## config.mk

```make
export PLATFORM = sky130hd
export DESIGN_NAME = ffla_alu
export DESIGN_NICKNAME = d
export VERILOG_FILES = /design/src/hw/rtl/frame_free_list_allocator_assert.svh /design/src/hw/rtl/ffla_pkg.sv /design/src/hw/rtl/ffla_alu.sv
export SDC_FILE = /design/constraint.sdc
export NUM_CORES = 1
export LEC_CHECK = 0
export ABC_AREA = 1
export ABC_CLOCK_PERIOD_IN_PS = 10000
export BUFFER_PORTS_ARGS = -buffer_cell sky130_fd_sc_hd__buf_2
export CAP_MARGIN = 20
export CELL_PAD_IN_SITES_DETAIL_PLACEMENT = 1
export CELL_PAD_IN_SITES_GLOBAL_PLACEMENT = 2
export CORE_MARGIN = 10
export CORE_UTILIZATION = 37
export DETAILED_ROUTE_END_ITERATION = 6
export PLACE_DENSITY = 0.88
export SYNTH_ARGS = -nofsm -noshare
export SYNTH_HDL_FRONTEND = slang
export SYNTH_SLANG_ARGS = --single-unit
export TNS_END_PERCENT = 50
```

## constraint.sdc

```tcl
create_clock -name vclk -period 10
set_clock_uncertainty 0.05 [all_clocks]
set_input_delay 1 -clock vclk [all_inputs]
set_output_delay 1 -clock vclk [all_outputs]
set_load 0.02 [all_outputs]
```

## src/hw/rtl/frame_free_list_allocator_assert.svh

```systemverilog
// Assertion macros for the frame free-list allocator.
// Expects a clock named clk and an active-high reset named rst in scope.
`ifndef FRAME_FREE_LIST_ALLOCATOR_ASSERT_SVH
`define FRAME_FREE_LIST_ALLOCATOR_ASSERT_SVH

// same-cycle implication
`define FFLA_ASSERT_IMP(lbl, ante, cons, msg) \
  lbl: assert property (@(posedge clk) disable iff (rst) (ante) |-> (cons)) \
    else $error(msg);

// next-cycle implication
`define FFLA_ASSERT_NXT(lbl, ante, cons, msg) \
  lbl: assert property (@(posedge clk) disable iff (rst) (ante) |=> (cons)) \
    else $error(msg);

`endif

```

## src/hw/rtl/ffla_pkg.sv

```systemverilog
// Shared types, constants and helpers for the frame free-list allocator.
// No dependencies.
`default_nettype none

package ffla_pkg;

  localparam int STACK_DEPTH = 4096;
  localparam int MAX_BATCH   = 64;
  localparam int STACK_AW    = $clog2(STACK_DEPTH);

  localparam int ADDR_W  = 32;
  localparam int TOP_W   = 13;   // holds 0..STACK_DEPTH, matches free_count
  localparam int FS_W    = 17;
  localparam int BATCH_W = 7;
  localparam int MUL_W   = TOP_W + FS_W;

  localparam logic [1:0] FUNC_ALLOC   = 2'd0;
  localparam logic [1:0] FUNC_RELEASE = 2'd1;
  localparam logic [1:0] FUNC_REINIT  = 2'd2;

  localparam logic [1:0] STATUS_OK     = 2'd0;
  localparam logic [1:0] STATUS_SHORT  = 2'd1;
  localparam logic [1:0] STATUS_REJECT = 2'd2;

  localparam int CFG_IDX_W = 2;
  localparam logic [CFG_IDX_W-1:0] CFG_FRAME_COUNT = 2'd0;
  localparam logic [CFG_IDX_W-1:0] CFG_FRAME_SIZE  = 2'd1;

  localparam logic [TOP_W-1:0] FRAME_COUNT_RST = 13'd4096;
  localparam logic [FS_W-1:0]  FRAME_SIZE_RST  = 17'd2048;

  typedef struct packed {
    logic [1:0]         func;
    logic [BATCH_W-1:0] batch_count;
    logic [ADDR_W-1:0]  frame_addr;
  } cmd_t;

  typedef struct packed {
    logic [ADDR_W-1:0] alloc_addr;
    logic [1:0]        status;
    logic              last;
    logic [TOP_W-1:0]  free_count;
  } result_t;

  typedef enum logic [2:0] {
    S_IDLE,
    S_DECODE,
    S_POP,
    S_RELEASE,
    S_FILL
  } state_t;

  typedef enum logic [1:0] {
    ALU_ADD,
    ALU_DEC,
    ALU_MUL
  } alu_op_t;

  typedef struct packed {
    alu_op_t           op;
    logic [ADDR_W-1:0] a;
    logic [ADDR_W-1:0] b;
  } alu_req_t;

  function automatic logic [TOP_W-1:0] eff_count(input logic [TOP_W-1:0] fc);
    return (fc > TOP_W'(STACK_DEPTH)) ? TOP_W'(STACK_DEPTH) : fc;
  endfunction

  function automatic logic [TOP_W-1:0] free_frames(input logic [TOP_W-1:0] n,
                                                   input logic [TOP_W-1:0] top);
    return (top >= n) ? '0 : n - top;
  endfunction

endpackage

`default_nettype wire

```

## src/hw/rtl/ffla_alu.sv

```systemverilog
// Shared arithmetic unit: add, decrement and the release-limit multiply.
// Depends on ffla_pkg.
`default_nettype none

module ffla_alu
  import ffla_pkg::*;
(
  input  wire alu_req_t          req,
  output logic [ADDR_W-1:0]      y
);

  logic [MUL_W-1:0] prod;

  // frame count times frame size, narrow operands only
  assign prod = req.a[TOP_W-1:0] * req.b[FS_W-1:0];

  always_comb begin
    unique case (req.op)
      ALU_ADD: y = req.a + req.b;
      ALU_DEC: y = req.a - ADDR_W'(1);
      ALU_MUL: y = {{(ADDR_W-MUL_W){1'b0}}, prod};
      default: y = '0;
    endcase
  end

endmodule

`default_nettype wire

```

Word level (Yosys, flattened, before mapping)
Index checks and enable logic that the tools add are counted.
{"block": "op_classes", "n_addsub": 2, "n_mul": 1, "eq_ne": 2, "mux": 1, "n_reduce_logical": 1}
{"cell": "case mux 32 bit (3 select lines)", "n": 1}
{"cell": "adder 32 bit", "n": 1}
{"cell": "subtractor 32 x 1 -> 32 bit (second input constant)", "n": 1}
{"cell": "multiplier 13 x 17 -> 30 bit", "n": 1}
{"cell": "== test 2 x 1 -> 1 bit (second input constant)", "n": 1}
{"cell": "== test 2 bit (second input constant)", "n": 1}
{"cell": "zero test 2 bit", "n": 1}
{"block": "word_totals", "regBits": 0, "in_bits": 66, "out_inout_bits": 32, "elab_cells": 7}

Depth between registers and ports, before layout
Gate-level depths: netlist of run 1.
{"block": "depth", "depth_word": 2, "depth_mapped": 25}

Least setup slack after synthesis of run 1
No wires, ideal clock.
{"block": "synth_timing", "kind": "input to output", "start": "input port req[39] in the netlist's numbering", "end": "output port y[16]", "t_arrival_ns": 5.718, "t_required_ns": 8.950, "path_slack_ns": 3.232, "cell_stages": 17, "path_buffers": 2, "cell_sequence": "clkbuf_1 > clkbuf_1 > nand2_1 > fa_1 > inv_1 > fa_1 > fa_1 > fa_1 > inv_1 > fa_1 > inv_1 > ha_1 > nand2_1 > o21ai_0 > a21oi_1 > xor2_1 > o21ai_0"}
{"block": "synth_between", "elab_chain_len": 2}
{"element": "start: declaration", "line_no": "ffla_alu.sv:8", "rtl": "input wire alu_req_t req,"}
{"element": "multiplier 13 x 17 -> 30 bit, or another cell as far along", "line_no": "ffla_alu.sv:15", "rtl": "assign prod = req.a[TOP_W-1:0] * req.b[FS_W-1:0];"}
{"element": "case mux 32 bit (3 select lines) *", "line_no": "ffla_alu.sv:18", "rtl": "unique case (req.op)"}
{"element": "end: declaration", "line_no": "ffla_alu.sv:9", "rtl": "output logic [ADDR_W-1:0] y"}
Mark *: on every way between the ends. The rest lies on a longest branch, timed or not.

Final worst setup path of run 1
{"block": "layout_timing", "start": "input port req[39] in the netlist's numbering", "end": "output port y[28]"}
The elaborated chain is that of the path after synthesis.

==> metrics.cfg, run 1 <==
[routing]
num_vias = 10800
via_per_inst = 4.96
dr.first_iter.drc_count = 484
ant_nets = 0
wl_um = 38900
wl_per_cell_um = 17.8
first_pass_iters = 4
route.detailed.drc = 0

[yosys]
ys_seq_area_frac = 0
syn_avg_cell_area_um2 = 6.29
syn-instance-count = 1756
ys_warn_count = 0
ys_types = 52
syn_area_um2 = 11000
syn-num-nets = 2095

[finish]
finalNetCount = 2133
syn2layout_area_growth_pct = 6.38
layout_commonest_cell = nand2_1
regArea_um2 = 0
mostFrequentLayoutCells = nand2_1 (507), inv_1 (447), fa_1 (166), ha_1 (107), nor2_1 (103)
num-clock-buffers = 0
layout-drive-gt1-share = 0.0787
fillerInstances = 4021
n_sequential_cell = 0
design_area_um2 = 11800
diodes = 0

[setup_path]
required_ps = 8950
crit_chain = buf_2 -> nand2_1 -> fa_1 -> inv_1 -> fa_1 -> fa_1 -> fa_1 -> inv_1 -> fa_1 -> inv_1 -> ha_1 -> nand2_1 -> o21ai_0 -> a21oi_1 -> nand2_1 -> nand2_1 -> nand3_1 -> nand3_1 -> nand2_1 -> buf_2
worst-path-buf-inv = 5
slowest_stage = fa_1
crit_arrival_ps = 6360
crit_path_end_kind = output pin
crit_family = adder cells
start_kind = input pin
crit_fanout = 18
slowest_delay_ps = 600
crit_type = in2out

[floorplan]
die_area_um2 = 37200
die_h_um = 193
std_cell_rows = 63
die_w_um = 193
pin_count = 98
start_util = 0.374
core_area_um2 = 29600

[clock_tree]
cts_hold_buf = 0
post_cts_buffers = 0
ctsResizeCount = 0

[outcome]
status = complete, no violations

[sta]
hold_slack_ps = 2440
period_share = 0.741
fmax_ghz = 0.135
layout_min_cycle_time_ps = 7410
slew_violations = 0
finalSetupViolCount = 0
rsz0062_at_grt = no
hold_viol = 0
worst_slew_pin_slew_ps = 598
tns_ps = 0
relSlewSlack = 0.601

[power]
p_leak_nw = 6.98
power_density_nw_per_um2 = 266
ir_worst_vdd_mv = 0.234
total_power_w = 0.00313

[flow_run]
drv_cap = 0

[global_routing]
grt_antenna_before_repair = 0
grt_max_degree = 34
grt.overflow.total = 0
track_usage = 0.214
grt_pass1_vias = 11800
grt_first_pass_wirelength_um = 63800

[place]
placed_cell_area_um2 = 11800
gp_congestion = 0.920
io_buffers = 98
dp.final_hpwl_um = 33700

[worst_hold_path]
worstHoldPathType = in2out

## cell type report
| class | instances | area, um2 | share of cell area |
|---|---|---|---|
| multi-input combinational | 1239 | 9060 | 0.771 |
| inverter | 453 | 1700 | 0.145 |
| timing repair buffer | 100 | 505 | 0.0430 |
| tap | 390 | 488 | 0.0415 |
## cells by family (layout without fill, tap and decap cells)
family                   Yosys count  after routing  share of synthesized area
AND/OR/NAND/NOR                  788            788                      0.304
buffers and inverters            517            553                      0.180
adder cells (fa/ha/maj)          273            273                      0.422
AO/OA/AOI/OAI                    168            168                     0.0858
XOR/XNOR                          10             10                    0.00793
## power by group
part           switching [W]  leakage [nW]  total, W  internal (W)
Clock                      0             0         0             0
Sequential                 0             0         0             0
Combinational        0.00210          6.98   0.00313       0.00103
Total                0.00210          6.98   0.00313       0.00103
## path summary, 6_finish.rpt
check             startpoint  endpoint  slack [ps]  cells after the start
setup / recovery     req[39]     y[28]        2590                     20
hold / removal       req[63]     y[31]        2440                      7
## synthesized netlist by cell type (all sizes together) (4+ instances only)
cell type,n,share of area
xor2,7,0.0055
a21boi,9,0.0061
nand2,512,0.18
nor2,120,0.049
fa,166,0.30
inv,453,0.15
ha,107,0.12
nand3b,10,0.0068
o21ai,57,0.027
a21oi,77,0.035
nand4,19,0.011
buf,18,0.011
clkbuf,46,0.016
nand3,92,0.042
nor4,4,0.0028
and2,4,0.0023
or2,10,0.0057
o21bai,10,0.0068
nor3,15,0.0068
## worst min-delay path, stage by stage
cell     delay (ps)
buf_2            90
inv_1            30
nand2_1          70
nand3_1          70
nand2_1          60
nor2_1           30
buf_2           140
## metal layers
metal | part of all wire | up-vias | global-route usage
met4 | 0.0093 | 0 | 0.0179
met1 | 0.49 | 5351 | 0.305
met2 | 0.47 | 162 | 0.362
li1 | - | 5295 | -
met3 | 0.027 | 25 | 0.00867
met5 | 0 | - | 0
## metrics by stage
stage | instances | utilization | setup WS [ps]
floorplan | 1756 | - | 3230
global placement | 2182 | 0.398 | 2760
detailed placement | 2182 | 0.398 | 2660
CTS | 2182 | 0.398 | 2630
global route | 2182 | 0.398 | 2300
finish | 2182 | 0.398 | 2590
No activity file was read; power rests on OpenSTA's default activity.
==> inputs of run 2 (changes only) <==
--- a/config.mk
+++ b/config.mk
@@ -5,16 +5,16 @@
 export SDC_FILE = /design/constraint.sdc
 export NUM_CORES = 1
 export LEC_CHECK = 0
-export ABC_AREA = 1
-export ABC_CLOCK_PERIOD_IN_PS = 10000
+export ABC_AREA = 0
+export ABC_CLOCK_PERIOD_IN_PS = 6300
 export BUFFER_PORTS_ARGS = -buffer_cell sky130_fd_sc_hd__buf_2
 export CAP_MARGIN = 20
 export CELL_PAD_IN_SITES_DETAIL_PLACEMENT = 1
 export CELL_PAD_IN_SITES_GLOBAL_PLACEMENT = 2
 export CORE_MARGIN = 10
-export CORE_UTILIZATION = 37
+export CORE_UTILIZATION = 34
 export DETAILED_ROUTE_END_ITERATION = 6
-export PLACE_DENSITY = 0.88
+export PLACE_DENSITY = 0.8
 export SYNTH_ARGS = -nofsm -noshare
 export SYNTH_HDL_FRONTEND = slang
 export SYNTH_SLANG_ARGS = --single-unit
==> constraint.sdc (replaced) <==
create_clock -name vclk -period 6.3
set_clock_uncertainty 0.05 [all_clocks]
set_input_delay 0.63 -clock vclk [all_inputs]
set_output_delay 0.63 -clock vclk [all_outputs]
set_load 0.02 [all_outputs]
==> metrics.cfg, run 2 <==
[outcome]
status = complete, but fails checks
violations = negative setup slack

[sta]
slew_violations = 0
period_share = 1.03
finalSetupViolCount = 10
fin_ws_ps = -201
fmax_ghz = 0.154
rsz0062_at_grt = yes
layout_min_cycle_time_ps = 6500
tns_ps = -1140
hold_viol = 0
relSlewSlack = 0.449
worst_slew_pin_slew_ps = 826
hold_slack_ps = 1710

[yosys]
synth_most_common_cell = inv_1
synth.top_cell.area_share = 0.333
syn-num-nets = 1625
ys_seq_area_frac = 0
syn_avg_cell_area_um2 = 7.76
yosys.area.top_type = fa_1
syn-instance-count = 1286
ys_warn_count = 0
syn_area_um2 = 9970
synth.area.top_cells = fa_1 (33%), ha_1 (13%), inv_1 (9.1%), nand2_1 (7.2%), and2_1 (6.4%)
synth_common_cells = inv_1 (242), nand2_1 (192), fa_1 (166)
ys_types = 71

[routing]
via_per_inst = 5.05
wl_um = 33800
num_vias = 9349
dr.first_iter.drc_count = 257
route.detailed.drc = 0
wl_per_cell_um = 18.3
first_pass_iters = 4
ant_nets = 0

[power]
p_leak_nw = 6.29
power_density_nw_per_um2 = 573
clkPwrFrac = 0
switching_share = 0.529
seqPwrFrac = 0
switchingPower_w = 0.00379
ir_worst_vdd_mv = 0.569
p_int_w = 0.00338
combPwrFrac = 1.000

[place]
dp.final_hpwl_um = 28600
io_buffers = 98
gp_congestion = 0.857
placed_cell_area_um2 = 11800

[global_routing]
grt_pass1_vias = 10600
track_usage = 0.185
grt_antenna_before_repair = 2
grt_first_pass_wirelength_um = 55200
grt.overflow.total = 0
grt_max_degree = 46

[setup_path]
crit_type = in2out
start_kind = input pin
crit_family = adder cells
slowest_delay_ps = 570
crit_arrival_ps = 5820
crit_path_end_kind = output pin
worst-path-buf-inv = 7
crit_path_frequent_cell = fa_1
required_ps = 5620
crit_fanout = 7
crit_chain = buf_12 -> and2_4 -> fa_1 -> inv_2 -> fa_1 -> inv_1 -> fa_1 -> fa_1 -> inv_1 -> fa_1 -> inv_2 -> ha_4 -> nand4_1 -> buf_4 -> o211a_4 -> o31ai_4 -> a21o_1 -> a21oi_2 -> o41ai_2 -> xnor2_1 -> o22ai_2 -> buf_6
slowest_stage = fa_1

[finish]
syn2layout_area_growth_pct = 25.6
n_sequential_cell = 0
num-clock-buffers = 0
mostFrequentLayoutCells = inv_1 (226), nand2_1 (189), fa_1 (162), buf_4 (144), ha_1 (96)
finalNetCount = 1807
multi_input_area_um2 = 9280
fin_util = 0.434
layout-drive-gt1-share = 0.239
layout_commonest_cell = inv_1
fillerInstances = 3587
regArea_um2 = 0
design_area_um2 = 12500

[floorplan]
core_area_um2 = 28900
die_w_um = 191
pin_count = 98
die_h_um = 191
die_area_um2 = 36600
std_cell_rows = 62
start_util = 0.346

[flow_run]
drv_cap = 0

[worst_hold_path]
worstHoldPathType = in2out

run 2: cell count changes in the layout (fill, tap and decap cells not counted), sizes merged, moves of 12 or more:
cell    previous run  this run
a21o               2        21
nor2             120        33
o22ai              1        16
buf              100       242
o21ai             57        37
xor2               7        25
nand4             19         7
inv              453       242
nand2b             0        13
xnor2              3        43
a21oi             77        54
and2               4       102
nand3             92        24
nand2            512       193
run 2: power groups by stage:
stage | clock network [W] | logic (W) | registers [W]
finish | 0.0000000000213 | 0.00718 | 0
global route | 0.0000000000212 | 0.00788 | 0
CTS | 0 | 0.00650 | 0
detailed placement | 0 | 0.00582 | 0
global placement | 0 | 0.00575 | 0
floorplan | 0 | 0.00363 | 0
run 2: stage by stage:
stage | worst slack [ps] | std cells | power (W)
finish | -201 | 1851 | 0.00718
CTS | -311 | 1843 | 0.00650
global placement | -338 | 1830 | 0.00575
global route | -385 | 1851 | 0.00788
floorplan | -63.5 | 1286 | 0.00363
detailed placement | -488 | 1830 | 0.00582
run 2: layout make-up:
class,instances,share of cell area
diodes,1,0.000200
inverters,242,0.0725
multi-input cells,982,0.741
well taps,384,0.0383
repair buffers,242,0.148
run 2: worst paths after layout:
check	endpoint	slack, ps	depth (start not counted)	startpoint
hold / removal	y[31]	1710	5	req[63]
setup / recovery	y[27]	-200	22	req[8]
run 2: cell families after synthesis:
logic type,synth area share
muxes,0.00213
adders and majority gates,0.467
AOI/OAI and AO/OA,0.129
and+or+nand+nor,0.227
xor gates and xnor gates,0.0605
buffers and inverters,0.115
run 2: what timing repair did:
| item | CTS | global route |
|---|---|---|
| pin swaps | 46 | 54 |
| endpoints found under the setup margin | 15 | 20 |
| buffers inserted | 13 | 9 |
| resized for setup | 89 | 60 |
| hold buffers | 0 | 0 |
run 2: routing by layer:
metal  track usage  part of all wire  wire length (um)  vias up
li1              -                 -                 -     4454
met1         0.222              0.42             14300     4764
met2         0.356              0.53             18000      101
met3        0.0124             0.025               833       28
met4        0.0337             0.019               656        2
met5             0           0.00038                13        -
==> inputs of run 3 (changes only) <==
--- a/config.mk
+++ b/config.mk
@@ -5,16 +5,16 @@
 export SDC_FILE = /design/constraint.sdc
 export NUM_CORES = 1
 export LEC_CHECK = 0
-export ABC_AREA = 0
+export ABC_AREA = 1
 export ABC_CLOCK_PERIOD_IN_PS = 6300
 export BUFFER_PORTS_ARGS = -buffer_cell sky130_fd_sc_hd__buf_2
 export CAP_MARGIN = 20
 export CELL_PAD_IN_SITES_DETAIL_PLACEMENT = 1
 export CELL_PAD_IN_SITES_GLOBAL_PLACEMENT = 2
 export CORE_MARGIN = 10
-export CORE_UTILIZATION = 34
+export CORE_UTILIZATION = 31
 export DETAILED_ROUTE_END_ITERATION = 6
-export PLACE_DENSITY = 0.8
+export PLACE_DENSITY = 0.79
 export SYNTH_ARGS = -nofsm -noshare
 export SYNTH_HDL_FRONTEND = slang
 export SYNTH_SLANG_ARGS = --single-unit
==> metrics.cfg, run 3 (synthesis gave the netlist of run 1 again) <==
[finish]
mostFrequentLayoutCells = nand2_1 (493), inv_1 (447), fa_1 (166), ha_1 (95), nor2_1 (94)
n_sequential_cell = 0
regArea_um2 = 0
design_area_um2 = 12700
finalNetCount = 2199
layout-drive-gt1-share = 0.143
stdcell_count = 2320
num-clock-buffers = 0
syn2layout_area_growth_pct = 14.8
layout_commonest_cell = nand2_1

[routing]
route.detailed.drc = 0
dr.first_iter.drc_count = 599
first_pass_iters = 5
via_per_inst = 4.79
ant_nets = 0
wl_per_cell_um = 18.2
num_vias = 11100
wl_um = 42200

[power]
p_leak_nw = 7.33
ir_worst_vdd_mv = 0.359
power_density_nw_per_um2 = 486

[outcome]
status = complete, no violations

[sta]
fmax_ghz = 0.164
period_share = 0.970
rsz0062_at_grt = no
slew_violations = 0
hold_viol = 0
relSlewSlack = 0.609
finalSetupViolCount = 0
layout_min_cycle_time_ps = 6110
worst_slew_pin_slew_ps = 585

[setup_path]
slowest_delay_ps = 600
crit_chain = clkbuf_4 -> buf_4 -> nand2_1 -> inv_1 -> fa_1 -> inv_1 -> fa_1 -> inv_1 -> fa_1 -> fa_1 -> inv_1 -> fa_1 -> inv_1 -> ha_4 -> a21oi_2 -> o21ai_2 -> a21oi_1 -> nand2_2 -> a21oi_1 -> o21ai_2 -> buf_4 -> nand2_1 -> buf_2
crit_type = in2out
crit_arrival_ps = 5430
start_kind = input pin
crit_path_end_kind = output pin
required_ps = 5620
slowest_stage = fa_1
worst-path-buf-inv = 9
crit_family = adder cells
crit_fanout = 9

[flow_run]
drv_cap = 0

[floorplan]
core_area_um2 = 35400
die_h_um = 209
pin_count = 98
die_w_um = 209
die_area_um2 = 43600
std_cell_rows = 69
start_util = 0.312

[worst_hold_path]
worstHoldPathType = in2out

[global_routing]
grt_max_degree = 26
grt_first_pass_wirelength_um = 68400
grt.overflow.total = 0
track_usage = 0.193
grt_antenna_before_repair = 1
grt_pass1_vias = 12200

[place]
dp.cells = 2317
dp.final_hpwl_um = 37600
gp_congestion = 0.900
io_buffers = 98
placed_cell_area_um2 = 12300

[clock_tree]
cts_hold_buf = 0

-- run 3: cell count changes in the layout (fill, tap and decap cells not counted), moves of 17 or more --
cell,delta
nand2_1,+304
inv_1,+221
and2_1,-88
buf_4,-77
nand3_1,+69
nor2_1,+63
xnor2_1,-38
a21o_1,-19
a21oi_1,+18
nor2_2,+17
-- run 3: path summary, 6_finish.rpt --
kind,start,endpoint,cells after the start
worst min-delay path,req[63],y[31],7
worst max-delay path,req[35],y[20],23
-- run 3: power breakdown --
group | internal [W] | switching, W | leakage (nW)
Clock | 0.0000000000212 | 0 | 0.00000634
Sequential | 0 | 0 | 0
Combinational | 0.00236 | 0.00381 | 7.33
Total | 0.00236 | 0.00381 | 7.33
-- run 3: tightest hold or removal path, cell delays in order --
cell,delay [ps]
buf_2,100
inv_1,40
nand2_1,70
nand3_1,60
nand2_1,60
nor2_1,30
buf_2,150
-- run 3: metrics by stage --
stage	TNS, ps	power (W)	hold slack [ps]	utilization	worst slack [ps]
floorplan	0	0.00338	1460	-	272
detailed placement	-266	0.00533	1710	0.348	-193
finish	0	0.00617	1710	0.358	187
CTS	0	0.00544	1710	0.349	5.92
global route	0	0.00690	1780	0.358	2.94
global placement	-246	0.00531	1700	0.348	-209
-- run 3: cell type report --
class | instances | area [um2]
Antenna cell | 1 | 2.50
Multi-Input combinational cell | 1239 | 9350
Inverter | 453 | 1700
Fill cell | 4677 | 22700
Timing Repair Buffer | 166 | 1060
Tap cell | 461 | 577
-- run 3: layer usage --
layer	vias up	share of wire	GRT usage
li1	5439	-	-
met1	5489	0.49	0.276
met2	165	0.48	0.329
met3	12	0.024	0.00567
met4	0	0.0078	0.0112
met5	-	0	0
-- run 3: repair_timing --
action	in CTS	in global routing
pin swaps	0	8
gates resized for setup	8	91
endpoints found under the setup margin	9	21
setup buffers	0	2
